$ cat src/hw/rtl/tkis_pkg.sv
`default_nettype none
package tkis_pkg;

   localparam int IN_VALUE_BITS = 32;
   localparam int POS_BITS      = 6;
   localparam int SEL_BITS      = 7;
   localparam int CSR_ADDR_BITS = 3;
   localparam int CSR_DATA_BITS = 32;

   localparam logic [CSR_ADDR_BITS-1:0] SELECT_COUNT_ADDR  = 3'd0;
   localparam logic [SEL_BITS-1:0]      SELECT_COUNT_RESET = 7'd1;

   // controller -> datapath
   typedef struct packed {
      logic start_scan;
      logic emit_mode;
      logic finish;
   } cmd_type;

   // datapath -> controller
   typedef struct packed {
      logic scan_done;
      logic last_round;
      logic k_zero;
   } status_type;

endpackage
`default_nettype wire

$ cat src/hw/rtl/top_k_index_select.sv
// Loads one element per cycle with no result; busy stays low between elements.
// After the marked element (n stored, k = min(select_count, n)) busy stays high
// through the check, k selection scans and one emit scan, each over the n entries
// on the single registered read port, then done; only check and done if k is 0.
// Results, one per cycle at most, end by the last busy cycle; no stall possible.
// Reset clears the element count and sets select_count to 1; memory is kept.
`default_nettype none
module top_k_index_select
   import tkis_pkg::*;
#(
   parameter int MAX_LEN    = 64,
   parameter int VALUE_BITS = 32
) (
   input  wire logic                            clock,
   input  wire logic                            reset,
   input  wire logic                            start,
   output logic                                 busy,
   input  wire logic signed [IN_VALUE_BITS-1:0] req_value,
   input  wire logic                            req_is_last,
   output logic                                 rsp_valid,
   output logic             [POS_BITS-1:0]      rsp_position,
   output logic                                 rsp_final_index,
   input  wire logic                            psel,
   input  wire logic                            penable,
   input  wire logic                            pwrite,
   input  wire logic        [CSR_ADDR_BITS-1:0] paddr,
   input  wire logic        [CSR_DATA_BITS-1:0] pwdata,
   output logic             [CSR_DATA_BITS-1:0] prdata,
   output logic                                 pready
);

   logic [SEL_BITS-1:0] select_count_ff;
   logic                accept;
   cmd_type             cmd;
   status_type          status;

   assign pready = 1'b1;
   assign accept = start && !busy;

   always_ff @(posedge clock) begin
      if (reset) begin
         select_count_ff <= SELECT_COUNT_RESET;
      end else if (psel && penable && pwrite && pready && (paddr == SELECT_COUNT_ADDR)) begin
         select_count_ff <= pwdata[SEL_BITS-1:0];
      end
   end

   assign prdata = (paddr == SELECT_COUNT_ADDR) ? CSR_DATA_BITS'(select_count_ff) : '0;

   tkis_ctrl u_ctrl (
      .clock   (clock),
      .reset   (reset),
      .accept  (accept),
      .in_last (req_is_last),
      .status  (status),
      .cmd     (cmd),
      .busy    (busy)
   );

   tkis_datapath #(
      .MAX_LEN    (MAX_LEN),
      .VALUE_BITS (VALUE_BITS)
   ) u_datapath (
      .clock           (clock),
      .reset           (reset),
      .accept          (accept),
      .in_value        (req_value),
      .in_last         (req_is_last),
      .select_count    (select_count_ff),
      .cmd             (cmd),
      .status          (status),
      .rsp_valid       (rsp_valid),
      .rsp_position    (rsp_position),
      .rsp_final_index (rsp_final_index)
   );

endmodule
`default_nettype wire

$ cat src/hw/rtl/tkis_ctrl.sv
`default_nettype none
module tkis_ctrl
   import tkis_pkg::*;
(
   input  wire logic       clock,
   input  wire logic       reset,
   input  wire logic       accept,
   input  wire logic       in_last,
   input  wire status_type status,
   output cmd_type         cmd,
   output logic            busy
);

   typedef enum logic [2:0] {
      ST_IDLE,
      ST_CHECK,
      ST_SELECT,
      ST_EMIT,
      ST_DONE
   } state_type;

   state_type state_ff;
   cmd_type   cmd_ff;
   logic      busy_ff;

   always_ff @(posedge clock) begin
      if (reset) begin
         state_ff <= ST_IDLE;
         cmd_ff   <= '0;
         busy_ff  <= 1'b0;
      end else begin
         cmd_ff.start_scan <= 1'b0;
         cmd_ff.finish     <= 1'b0;
         unique case (state_ff)
            ST_IDLE: begin
               if (accept && in_last) begin
                  state_ff <= ST_CHECK;
                  busy_ff  <= 1'b1;
               end
            end
            ST_CHECK: begin
               if (status.k_zero) begin
                  state_ff      <= ST_DONE;
                  cmd_ff.finish <= 1'b1;
               end else begin
                  state_ff          <= ST_SELECT;
                  cmd_ff.start_scan <= 1'b1;
               end
            end
            ST_SELECT: begin
               if (status.scan_done) begin
                  cmd_ff.start_scan <= 1'b1;
                  // after the k-th pick the threshold is known: emit pass
                  if (status.last_round) begin
                     state_ff         <= ST_EMIT;
                     cmd_ff.emit_mode <= 1'b1;
                  end
               end
            end
            ST_EMIT: begin
               if (status.scan_done) begin
                  state_ff         <= ST_DONE;
                  cmd_ff.emit_mode <= 1'b0;
                  cmd_ff.finish    <= 1'b1;
               end
            end
            ST_DONE: begin
               state_ff <= ST_IDLE;
               busy_ff  <= 1'b0;
            end
            default: begin
               state_ff <= ST_IDLE;
               busy_ff  <= 1'b0;
            end
         endcase
      end
   end

   assign cmd  = cmd_ff;
   assign busy = busy_ff;

endmodule
`default_nettype wire

$ cat src/hw/rtl/tkis_datapath.sv
`default_nettype none
module tkis_datapath
   import tkis_pkg::*;
#(
   parameter int MAX_LEN    = 64,
   parameter int VALUE_BITS = 32
) (
   input  wire logic                            clock,
   input  wire logic                            reset,
   input  wire logic                            accept,
   input  wire logic signed [IN_VALUE_BITS-1:0] in_value,
   input  wire logic                            in_last,
   input  wire logic        [SEL_BITS-1:0]      select_count,
   input  wire cmd_type                         cmd,
   output status_type                           status,
   output logic                                 rsp_valid,
   output logic             [POS_BITS-1:0]      rsp_position,
   output logic                                 rsp_final_index
);

   localparam int AW = (MAX_LEN > 1) ? $clog2(MAX_LEN) : 1;
   localparam int CW = $clog2(MAX_LEN + 1);
   localparam int KW = (CW > SEL_BITS) ? CW : SEL_BITS;
   localparam logic [VALUE_BITS-1:0] SIGN_FLIP = {1'b1, {(VALUE_BITS-1){1'b0}}};

   logic [VALUE_BITS-1:0] value_store [MAX_LEN];

   logic [CW-1:0]         count_ff, n_ff, k_ff, round_ff, emit_cnt_ff;
   logic [AW-1:0]         addr_ff, rd_idx_ff;
   logic                  scan_on_ff, rd_valid_ff, rd_last_ff;
   logic [VALUE_BITS-1:0] rdata_ff;
   logic                  best_found_ff, prev_ok_ff;
   logic [VALUE_BITS-1:0] best_val_ff, prev_val_ff;
   logic [AW-1:0]         best_idx_ff, prev_idx_ff;
   logic                  rsp_valid_ff, rsp_final_ff;
   logic [POS_BITS-1:0]   rsp_position_ff;

   logic [CW-1:0]         count_in;
   logic [KW-1:0]         sel_wide, n_wide;
   logic [CW-1:0]         k_in;
   logic [VALUE_BITS-1:0] store_key;
   logic                  not_full, last_addr;
   logic                  eligible, take, chosen, emit_hit;
   logic [VALUE_BITS-1:0] best_val_in;
   logic [AW-1:0]         best_idx_in;

   // offset binary so an unsigned compare orders signed values
   assign store_key = VALUE_BITS'(in_value) ^ SIGN_FLIP;
   assign not_full  = (count_ff < CW'(MAX_LEN));
   assign count_in  = not_full ? (count_ff + CW'(1)) : count_ff;
   assign sel_wide  = KW'(select_count);
   assign n_wide    = KW'(count_in);
   assign k_in      = (sel_wide > n_wide) ? CW'(n_wide) : CW'(sel_wide);
   assign last_addr = (CW'(addr_ff) == (n_ff - CW'(1)));

   // a round picks the best entry ranked below the previous pick
   // (rank: larger value first, lower index first among equals)
   assign eligible = !prev_ok_ff || (rdata_ff < prev_val_ff) ||
                     ((rdata_ff == prev_val_ff) && (rd_idx_ff > prev_idx_ff));
   assign take     = eligible && (!best_found_ff || (rdata_ff > best_val_ff));
   assign best_val_in = take ? rdata_ff : best_val_ff;
   assign best_idx_in = take ? rd_idx_ff : best_idx_ff;

   // chosen: ranked at or above the k-th pick
   assign chosen   = (rdata_ff > prev_val_ff) ||
                     ((rdata_ff == prev_val_ff) && (rd_idx_ff <= prev_idx_ff));
   assign emit_hit = rd_valid_ff && cmd.emit_mode && chosen;

   always_ff @(posedge clock) begin
      if (accept && not_full) begin
         value_store[count_ff[AW-1:0]] <= store_key;
      end
      rdata_ff <= value_store[addr_ff];
   end

   always_ff @(posedge clock) begin
      if (reset) begin
         count_ff      <= '0;
         n_ff          <= '0;
         k_ff          <= '0;
         round_ff      <= '0;
         emit_cnt_ff   <= '0;
         addr_ff       <= '0;
         scan_on_ff    <= 1'b0;
         rd_valid_ff   <= 1'b0;
         rd_last_ff    <= 1'b0;
         best_found_ff <= 1'b0;
         prev_ok_ff    <= 1'b0;
         rsp_valid_ff  <= 1'b0;
      end else begin
         if (accept) begin
            count_ff <= count_in;
            if (in_last) begin
               n_ff          <= count_in;
               k_ff          <= k_in;
               round_ff      <= '0;
               emit_cnt_ff   <= '0;
               prev_ok_ff    <= 1'b0;
               best_found_ff <= 1'b0;
            end
         end
         if (cmd.finish) begin
            count_ff <= '0;
         end

         if (cmd.start_scan) begin
            addr_ff    <= '0;
            scan_on_ff <= 1'b1;
         end else if (scan_on_ff) begin
            addr_ff <= addr_ff + AW'(1);
            if (last_addr) begin
               scan_on_ff <= 1'b0;
            end
         end
         rd_valid_ff <= scan_on_ff && !cmd.start_scan;
         rd_last_ff  <= scan_on_ff && !cmd.start_scan && last_addr;

         if (rd_valid_ff && !cmd.emit_mode) begin
            if (rd_last_ff) begin
               prev_val_ff   <= best_val_in;
               prev_idx_ff   <= best_idx_in;
               prev_ok_ff    <= 1'b1;
               best_found_ff <= 1'b0;
               round_ff      <= round_ff + CW'(1);
            end else begin
               best_val_ff   <= best_val_in;
               best_idx_ff   <= best_idx_in;
               best_found_ff <= best_found_ff || take;
            end
         end

         rsp_valid_ff <= emit_hit;
         if (emit_hit) begin
            emit_cnt_ff <= emit_cnt_ff + CW'(1);
         end
      end
   end

   always_ff @(posedge clock) begin
      rd_idx_ff <= addr_ff;
      if (emit_hit) begin
         rsp_position_ff <= POS_BITS'(rd_idx_ff);
         rsp_final_ff    <= (emit_cnt_ff == (k_ff - CW'(1)));
      end
   end

   assign status.scan_done  = rd_valid_ff && rd_last_ff;
   assign status.last_round = (round_ff == (k_ff - CW'(1)));
   assign status.k_zero     = (k_ff == '0);

   assign rsp_valid       = rsp_valid_ff;
   assign rsp_position    = rsp_position_ff;
   assign rsp_final_index = rsp_final_ff;

endmodule
`default_nettype wire

$ cat config.mk
export PLATFORM = sky130hd
export DESIGN_NAME = top_k_index_select
export DESIGN_NICKNAME = d
export VERILOG_FILES = /design/src/hw/rtl/tkis_pkg.sv /design/src/hw/rtl/top_k_index_select.sv /design/src/hw/rtl/tkis_ctrl.sv /design/src/hw/rtl/tkis_datapath.sv
export SDC_FILE = /design/constraint.sdc
export NUM_CORES = 2
export LEC_CHECK = 0
export BUFFER_PORTS_ARGS = -buffer_cell sky130_fd_sc_hd__buf_4
export CELL_PAD_IN_SITES_DETAIL_PLACEMENT = 1
export CELL_PAD_IN_SITES_GLOBAL_PLACEMENT = 2
export CORE_AREA = 8 8 507 509
export CTS_CLUSTER_SIZE = 30
export DETAILED_ROUTE_END_ITERATION = 6
export DIE_AREA = 0 0 515 517
export PLACE_DENSITY = 0.59
export SYNTH_ARGS = -nofsm -noshare
export SYNTH_HDL_FRONTEND = slang
export SYNTH_SLANG_ARGS = --single-unit
$ cat constraint.sdc
create_clock -name clock -period 8.1 [get_ports clock]
set_clock_uncertainty 0.1 [all_clocks]
set_input_delay 0 -clock clock [delete_from_list [all_inputs] [get_ports clock]]
set_output_delay 0 -clock clock [all_outputs]
set_load 0.005 [all_outputs]
======== Yosys cells after proc, flatten, opt, wreduce, memory -nomap -nowiden ========
Memory sizes are Yosys's and may differ from the RTL's. A register that Yosys moved wholly into a read port is not among the register bits.
Index checks and enable logic that the tools add are counted.
word-level totals
  memories kept ........................... 1
  logic and storage cells ................. 139
  bits in writable memories ............... 2048
  register bits ........................... 150
memories
  name                    depth  bits a word  read ports  clocked after memory_dff  write ports  line                 RTL
  u_datapath.value_store  64     32           1           1                         1            tkis_datapath.sv:26  logic [VALUE_BITS-1:0] value_store [MAX_LEN];
operators by class
  muxes and demuxes ....................... 41
  $lt $le $gt $ge ......................... 7
  equal/unequal tests ..................... 11
  reductions and logical operators ........ 44
  add/sub/neg operators ................... 6
  bitwise gates (word level) .............. 4
operators by type and width
  cell                                                  number
  2-to-1 mux 7 bit                                      10
  greater-than comparator 32 bit                        2
  equality test 32 bit                                  1
  less-than comparator 32 bit                           1
  2-to-1 mux 32 bit                                     1
  adder 7 x 1 -> 7 bit (second input constant)          3
  2-to-1 mux 1 bit                                      17
  logical AND 1 bit                                     15
  2-to-1 mux 3 bit                                      5
  equality test 7 bit                                   2
  subtractor 7 x 1 -> 7 bit (second input constant)     2
  one-hot mux 3 bit (4 select lines)                    1
  nonzero test 2 bit                                    5
  one-hot mux 1 bit (2 select lines)                    4
  AND reduction 2 bit                                   4
  AND reduction 4 bit                                   2
  equality test 6 x 7 -> 1 bit                          1
  greater-than comparator 7 bit                         1
  zero test 7 bit                                       1
  less-than comparator 7 bit (second input constant)    1
  adder 6 x 1 -> 6 bit (second input constant)          1
  equality test 3 x 2 -> 1 bit (second input constant)  2
  greater-than comparator 6 bit                         1
  less-or-equal comparator 6 bit                        1
  12 further kinds                                      29

======== Logic depth before layout (Yosys ltp) ========
  depth in word-level cells ............... 7
  gate-level depth with buffers ........... 11
  depth with buffers taken out ............ 10

======== Modules after synthesis ========
Synthesis repeated with hierarchy kept, for this count alone.
second synthesis, totals
  cell total of the unflattened synthesis .. 3806
  area, all modules ....................... 86684.4 um2
by module, submodules not included
  module              seq. area each (um2)  instances  cells each  area an instance (um2)
  tkis_datapath       65693.0               1          3708        85824.8
  top_k_index_select  140.1                 1          68          588.1
  tkis_ctrl           140.1                 1          30          271.5

======== Least setup slack after synthesis ========
OpenSTA, ideal clock, no wires.
  path kind ............................... reg-to-reg
  start point ............................. reg u_datapath.rd_valid_ff
  end point ............................... reg u_datapath.best_idx_ff[0] (enable)
  path buffers ............................ 0
  library setup time ...................... 0.480 ns
  clock period less this slack ............ 3.723 ns
  data arrival time ....................... 3.143 ns
  data required time ...................... 7.520 ns
  stages on the path, launching flop included .. 3
  setup slack ............................. 4.377 ns
  cells stage by stage .................... dfxtp_1 > nand2b_1 > nor3_1
on the way
  longest elaborated chain between the ends .. 2
RTL lines
  item                                  line                  RTL
  start, declared                       tkis_datapath.sv:30   logic scan_on_ff, rd_valid_ff, rd_last_ff;
  start signal, assigned                tkis_datapath.sv:115  rd_valid_ff <= scan_on_ff && !cmd.start_scan;
  logical AND 1 bit                     tkis_datapath.sv:118  if (rd_valid_ff && !cmd.emit_mode) begin
  AND reduction 3 bit (no source line)  n/a
  end signal, assigned                  tkis_datapath.sv:127  best_idx_ff <= best_idx_in;
  end, declared                         tkis_datapath.sv:34   logic [AW-1:0] best_idx_ff, prev_idx_ff;
No other way between the ends.
A chain may end at the register's enable or synchronous reset.

======== Final worst setup path ========
  start point ............................. reg u_datapath.count_ff[3]
  end point ............................... reg u_datapath.k_ff[0]
on the way
  longest elaborated chain between the ends .. 4
RTL lines
  item                                                                       line                                      RTL
  start, declared                                                            tkis_datapath.sv:28                       logic [CW-1:0] count_ff, n_ff, k_ff, round_ff, emit_cnt_ff;
  start signal, assigned                                                     tkis_datapath.sv:92                       count_ff <= count_in;
  adder 7 x 1 -> 7 bit / less-than comparator 7 bit (equally long branches)  tkis_datapath.sv:50, tkis_datapath.sv:49
  2-to-1 mux 7 bit *                                                         tkis_datapath.sv:50                       assign count_in = not_full ? (count_ff + CW'(1)) : count_ff;
  greater-than comparator 7 bit                                              tkis_datapath.sv:53                       assign k_in = (sel_wide > n_wide) ? CW'(n_wide) : CW'(sel_wide);
  2-to-1 mux 7 bit *                                                         tkis_datapath.sv:53
  end signal, assigned                                                       tkis_datapath.sv:95                       k_ff <= k_in;
  end, declared                                                              tkis_datapath.sv:28
Mark *: on every way between the ends. The rest lies on a longest branch, timed or not.

==> flow_summary_export.csv <==
group,metric,value,unit
run_status,status,"finished, final reports clean",
logic_synthesis,yosysSeqAreaShare,0.7616,
global_route,grt_usage,0.1717,
detailed_routing,drc,0,
logic_synthesis,synth_area,86630,sq um
sta,worst_pin_slew,1.200,ns
clocking,path_clk_slew,0.06,ns
placement,place_congestion,0.7254,
placement,post-place-ws,4.133,ns
placement,post-dp-hpwl,126700,microns
setup_path,crit_fanout,11,
logic_synthesis,synth-edff-count,2131,
detailed_routing,drtIter0Drc,3751,
setup_path,worstPathCellList,"nand3_1, inv_1, a31oi_1, ha_1, nand4_1, o22ai_1, o21ba_2, mux2i_1, a211oi_1",
detailed_routing,first_pass_iters,5,
sta,clock.fmax,256.2,MHz
logic_synthesis,yosysTopAreaCell,"edfxtp_1",
clocking,cts-resized-gates,0,
detailed_routing,drt-wirelength-per-cell,30.35,microns
power,clockPowerShare,0.423,
flow_run,maxCapViolCount,0,
logic_synthesis,synth_area_leaders,"edfxtp_1, mux4_2, dfxtp_1, ha_1, nor2_1",
global_route,grt_pass1_vias,42590,
die,die-area,266300,sq um
logic_synthesis,netlist.area_leader.share,0.7387,
detailed_routing,vias,40010,
layout,layout-drive-gt1-share,0.2906,
global_route,grt-ovfl-total,0,
power,swShare,0.2137,
layout,area_delta_synth_final,14.90,%
die,initial_core_util,0.3471,
clocking,clock-root-buffer,"clkbuf_16",
die,ioPinCount,116,
logic_synthesis,avgSynthCellArea,22.80,sq um
die,dieWidth,515,microns
global_route,grt_max_degree,104,
logic_synthesis,ys_seq_elements,2230,
logic_synthesis,ys.flop_type,"edfxtp_1",
setup_path,end_kind,"flop",
global_route,grt_pass1_wl,325900,microns
detailed_routing,finalWirelength,231400,microns
sta,rsz0062_at_grt,"no",
global_route,antenna_found_initial,29,
placement,placement.io_buffers,64,
die,num_rows,184,
setup_path,regToRegSetupSlack,4.20,ns
sta,period_share,0.4819,
power,power.density,238.7,nW/um^2
sta,drv_slew,0,
detailed_routing,routed_via_density,5.249,
logic_synthesis,ys_async_sr_fraction,0,
detailed_routing,drtAntennaViolNets,0,
layout,final_nets,4238,
sta,setup_viol,0,
hold_path,hold_class,"in -> reg",
power,p_seq_frac,0.537,
sta,period_needed,3.904,ns
sta,finalSetupTns,0,ns
power,p_comb_frac,0.040,
clocking,clkLatencyLatePin,0.87,ns
sta,finalWorstSetupSlack,4.196,ns
clocking,cts_htree_levels,4,
power,leakagePower,0.03018,uW
logic_synthesis,synthCells,3800,
setup_path,critPathRequiredTime,8.77,ns
setup_path,critPathBufInv,1,
die,dieHeight,517,microns
sta,hold_viol_final,0,
power,internal_power,18690,uW
clocking,cts_buffers,228,
logic_synthesis,yosysWarningCount,0,
setup_path,arrival,4.57,ns
clocking,clock-sinks,2230,
clocking,ctsLongestPathBuffers,3,
setup_path,crit_path_top_delay_cell,"nand3_1",
power,switchingPower,5078,uW
setup_path,path_delay_family,"compound AO/OA/AOI/OAI gates",
power,ir_drop,0.1582,mV
setup_path,crit_path_start_kind,"flop",
die,coreArea,249600,sq um
power,p_total,23760,uW
setup_path,worstSetupPathType,"reg -> reg",
setup_path,slowest_delay,0.96,ns
sta,slew_headroom,0.1979,
layout,fin_util,0.3989,
logic_synthesis,synth_cell_types,58,
clocking,cts_tree,"yes",
[repair_timing]
item	in CTS	in global routing
hold buffers	67	0
setup buffers	0	0
endpoints found under the setup margin	0	0
endpoints found under the hold margin	2138	0
[Yosys cell counts (15+ instances only)]
cell / count
buf_1: 23
buf_4: 33
mux4_2: 672
ha_1: 83
nor3_1: 15
clkbuf_1: 110
a21oi_1: 50
o21ai_0: 21
xor2_1: 21
edfxtp_1: 2131
nand4_1: 21
dfxtp_1: 99
inv_1: 82
nor2_1: 125
mux2_1: 28
xnor2_1: 20
buf_2: 34
nand3_1: 20
nand2_1: 50
[area by class of cell]
type	count	area, sq um
well taps	3348	4189
diodes	5	12.51
multi-input cells	1306	19950
fillers	23420	150000
repair buffers	233	2029
clock inverters	144	1141
clock buffers	275	5913
inverters	82	307.8
flip-flops and latches	2230	65990
[registers in the layout, summed over array words and instances (netlist names), 3 cells and up]
signal / cells
u_datapath.value_store: 2048
u_datapath.best_val_ff: 32
u_datapath.prev_val_ff: 32
u_datapath.rdata_ff: 32
select_count_ff: 7
u_datapath.count_ff: 7
u_datapath.emit_cnt_ff: 7
u_datapath.k_ff: 7
u_datapath.n_ff: 7
u_datapath.round_ff: 7
u_datapath.addr_ff: 6
u_datapath.best_idx_ff: 6
u_datapath.prev_idx_ff: 6
u_datapath.rd_idx_ff: 6
u_datapath.rsp_position: 6
u_ctrl.cmd: 3
u_ctrl.state_ff: 3
[metal layers]
layer,vias to the layer above,global-route usage,wire [microns]
met5,-,0,26
li1,16590,-,-
met1,22170,0.2379,100600
met2,997,0.2858,113400
met3,255,0.03176,13310
met4,4,0.03633,4074
[cell families (layout without fill, tap and decap cells)]
| group | Yosys count | in the layout | synth area share |
|---|---|---|---|
| xor gates and xnor gates | 41 | 41 | 0.004145 |
| AOI/OAI and AO/OA | 129 | 129 | 0.009446 |
| other | 2 | 31 | 0.00008669 |
| and+or+nand+nor | 306 | 306 | 0.01693 |
| DFF | 2230 | 2230 | 0.7616 |
| adders and majority gates | 83 | 83 | 0.01199 |
| muxes | 721 | 721 | 0.1809 |
| buffers and inverters | 288 | 734 | 0.01492 |
[worst register-to-register path, cell delays in order (launching register included)]
cell and delay [ns]:
dfxtp_1 0.65, nand3_1 0.97, inv_1 0.28, a31oi_1 0.23, ha_1 0.39, nand4_1 0.09, o22ai_1 0.39, o21ba_2 0.29
mux2i_1 0.16, a211oi_1 0.26
[stage by stage]
step | area [sq um] | cells | hold slack, ns
global placement | 91800 | 7132 | 0.1352
detailed placement | 91800 | 7132 | 0.1357
finish | 99540 | 7623 | 0.1120
CTS | 99530 | 7618 | 0.02316
floorplan | 86720 | 3824 | -0.001131
global route | 99530 | 7619 | 0.09331
[path summary, 6_finish.rpt]
| path | from | to | cells after the start |
|---|---|---|---|
| max reg2reg | u_datapath.count_ff[3] | u_datapath.k_ff[0] | 9 |
| max | u_datapath.count_ff[3] | u_datapath.k_ff[0] | 9 |
| min | start | u_datapath.count_ff[1] | 5 |
| min reg2reg | u_datapath.best_found_ff | u_datapath.best_found_ff | 2 |
[cells in the final DEF (no fill, tap or decap), types with 7 or more instances in the layout]
master         instances
buf_12                 9
nor2_4                65
clkinv_1              63
edfxtp_1            2131
bufinv_16             13
mux4_2               672
a21o_1                 7
clkbuf_1              45
clkbuf_16            229
nand4_1               21
xnor2_1               20
dfxtp_1               93
ha_1                  83
a211oi_1              12
conb_1                26
nand3_1               20
and3_1                 8
dlygate4sd3_1         67
nand2_1               50
mux2_1                28
mux2_2                11
o21ai_0               21
buf_4                157
inv_1                 82
nor2_1                60
mux2i_1               10
and2_1                11
nand2b_1              12
clkinv_2              50
nor2b_1                9
nor3_1                13
xor2_1                21
a21oi_1               50
[power by group through the flow]
stage               Combinational [uW]  Clock (uW)  Sequential (uW)
finish                             951       10000            12800
global route                      1040       10700            12800
CTS                                973       10300            12800
detailed placement                 946           0            13000
global placement                   928           0            13000
floorplan                          553           0            13000
Note: power is estimated with default switching activity, not from simulation.
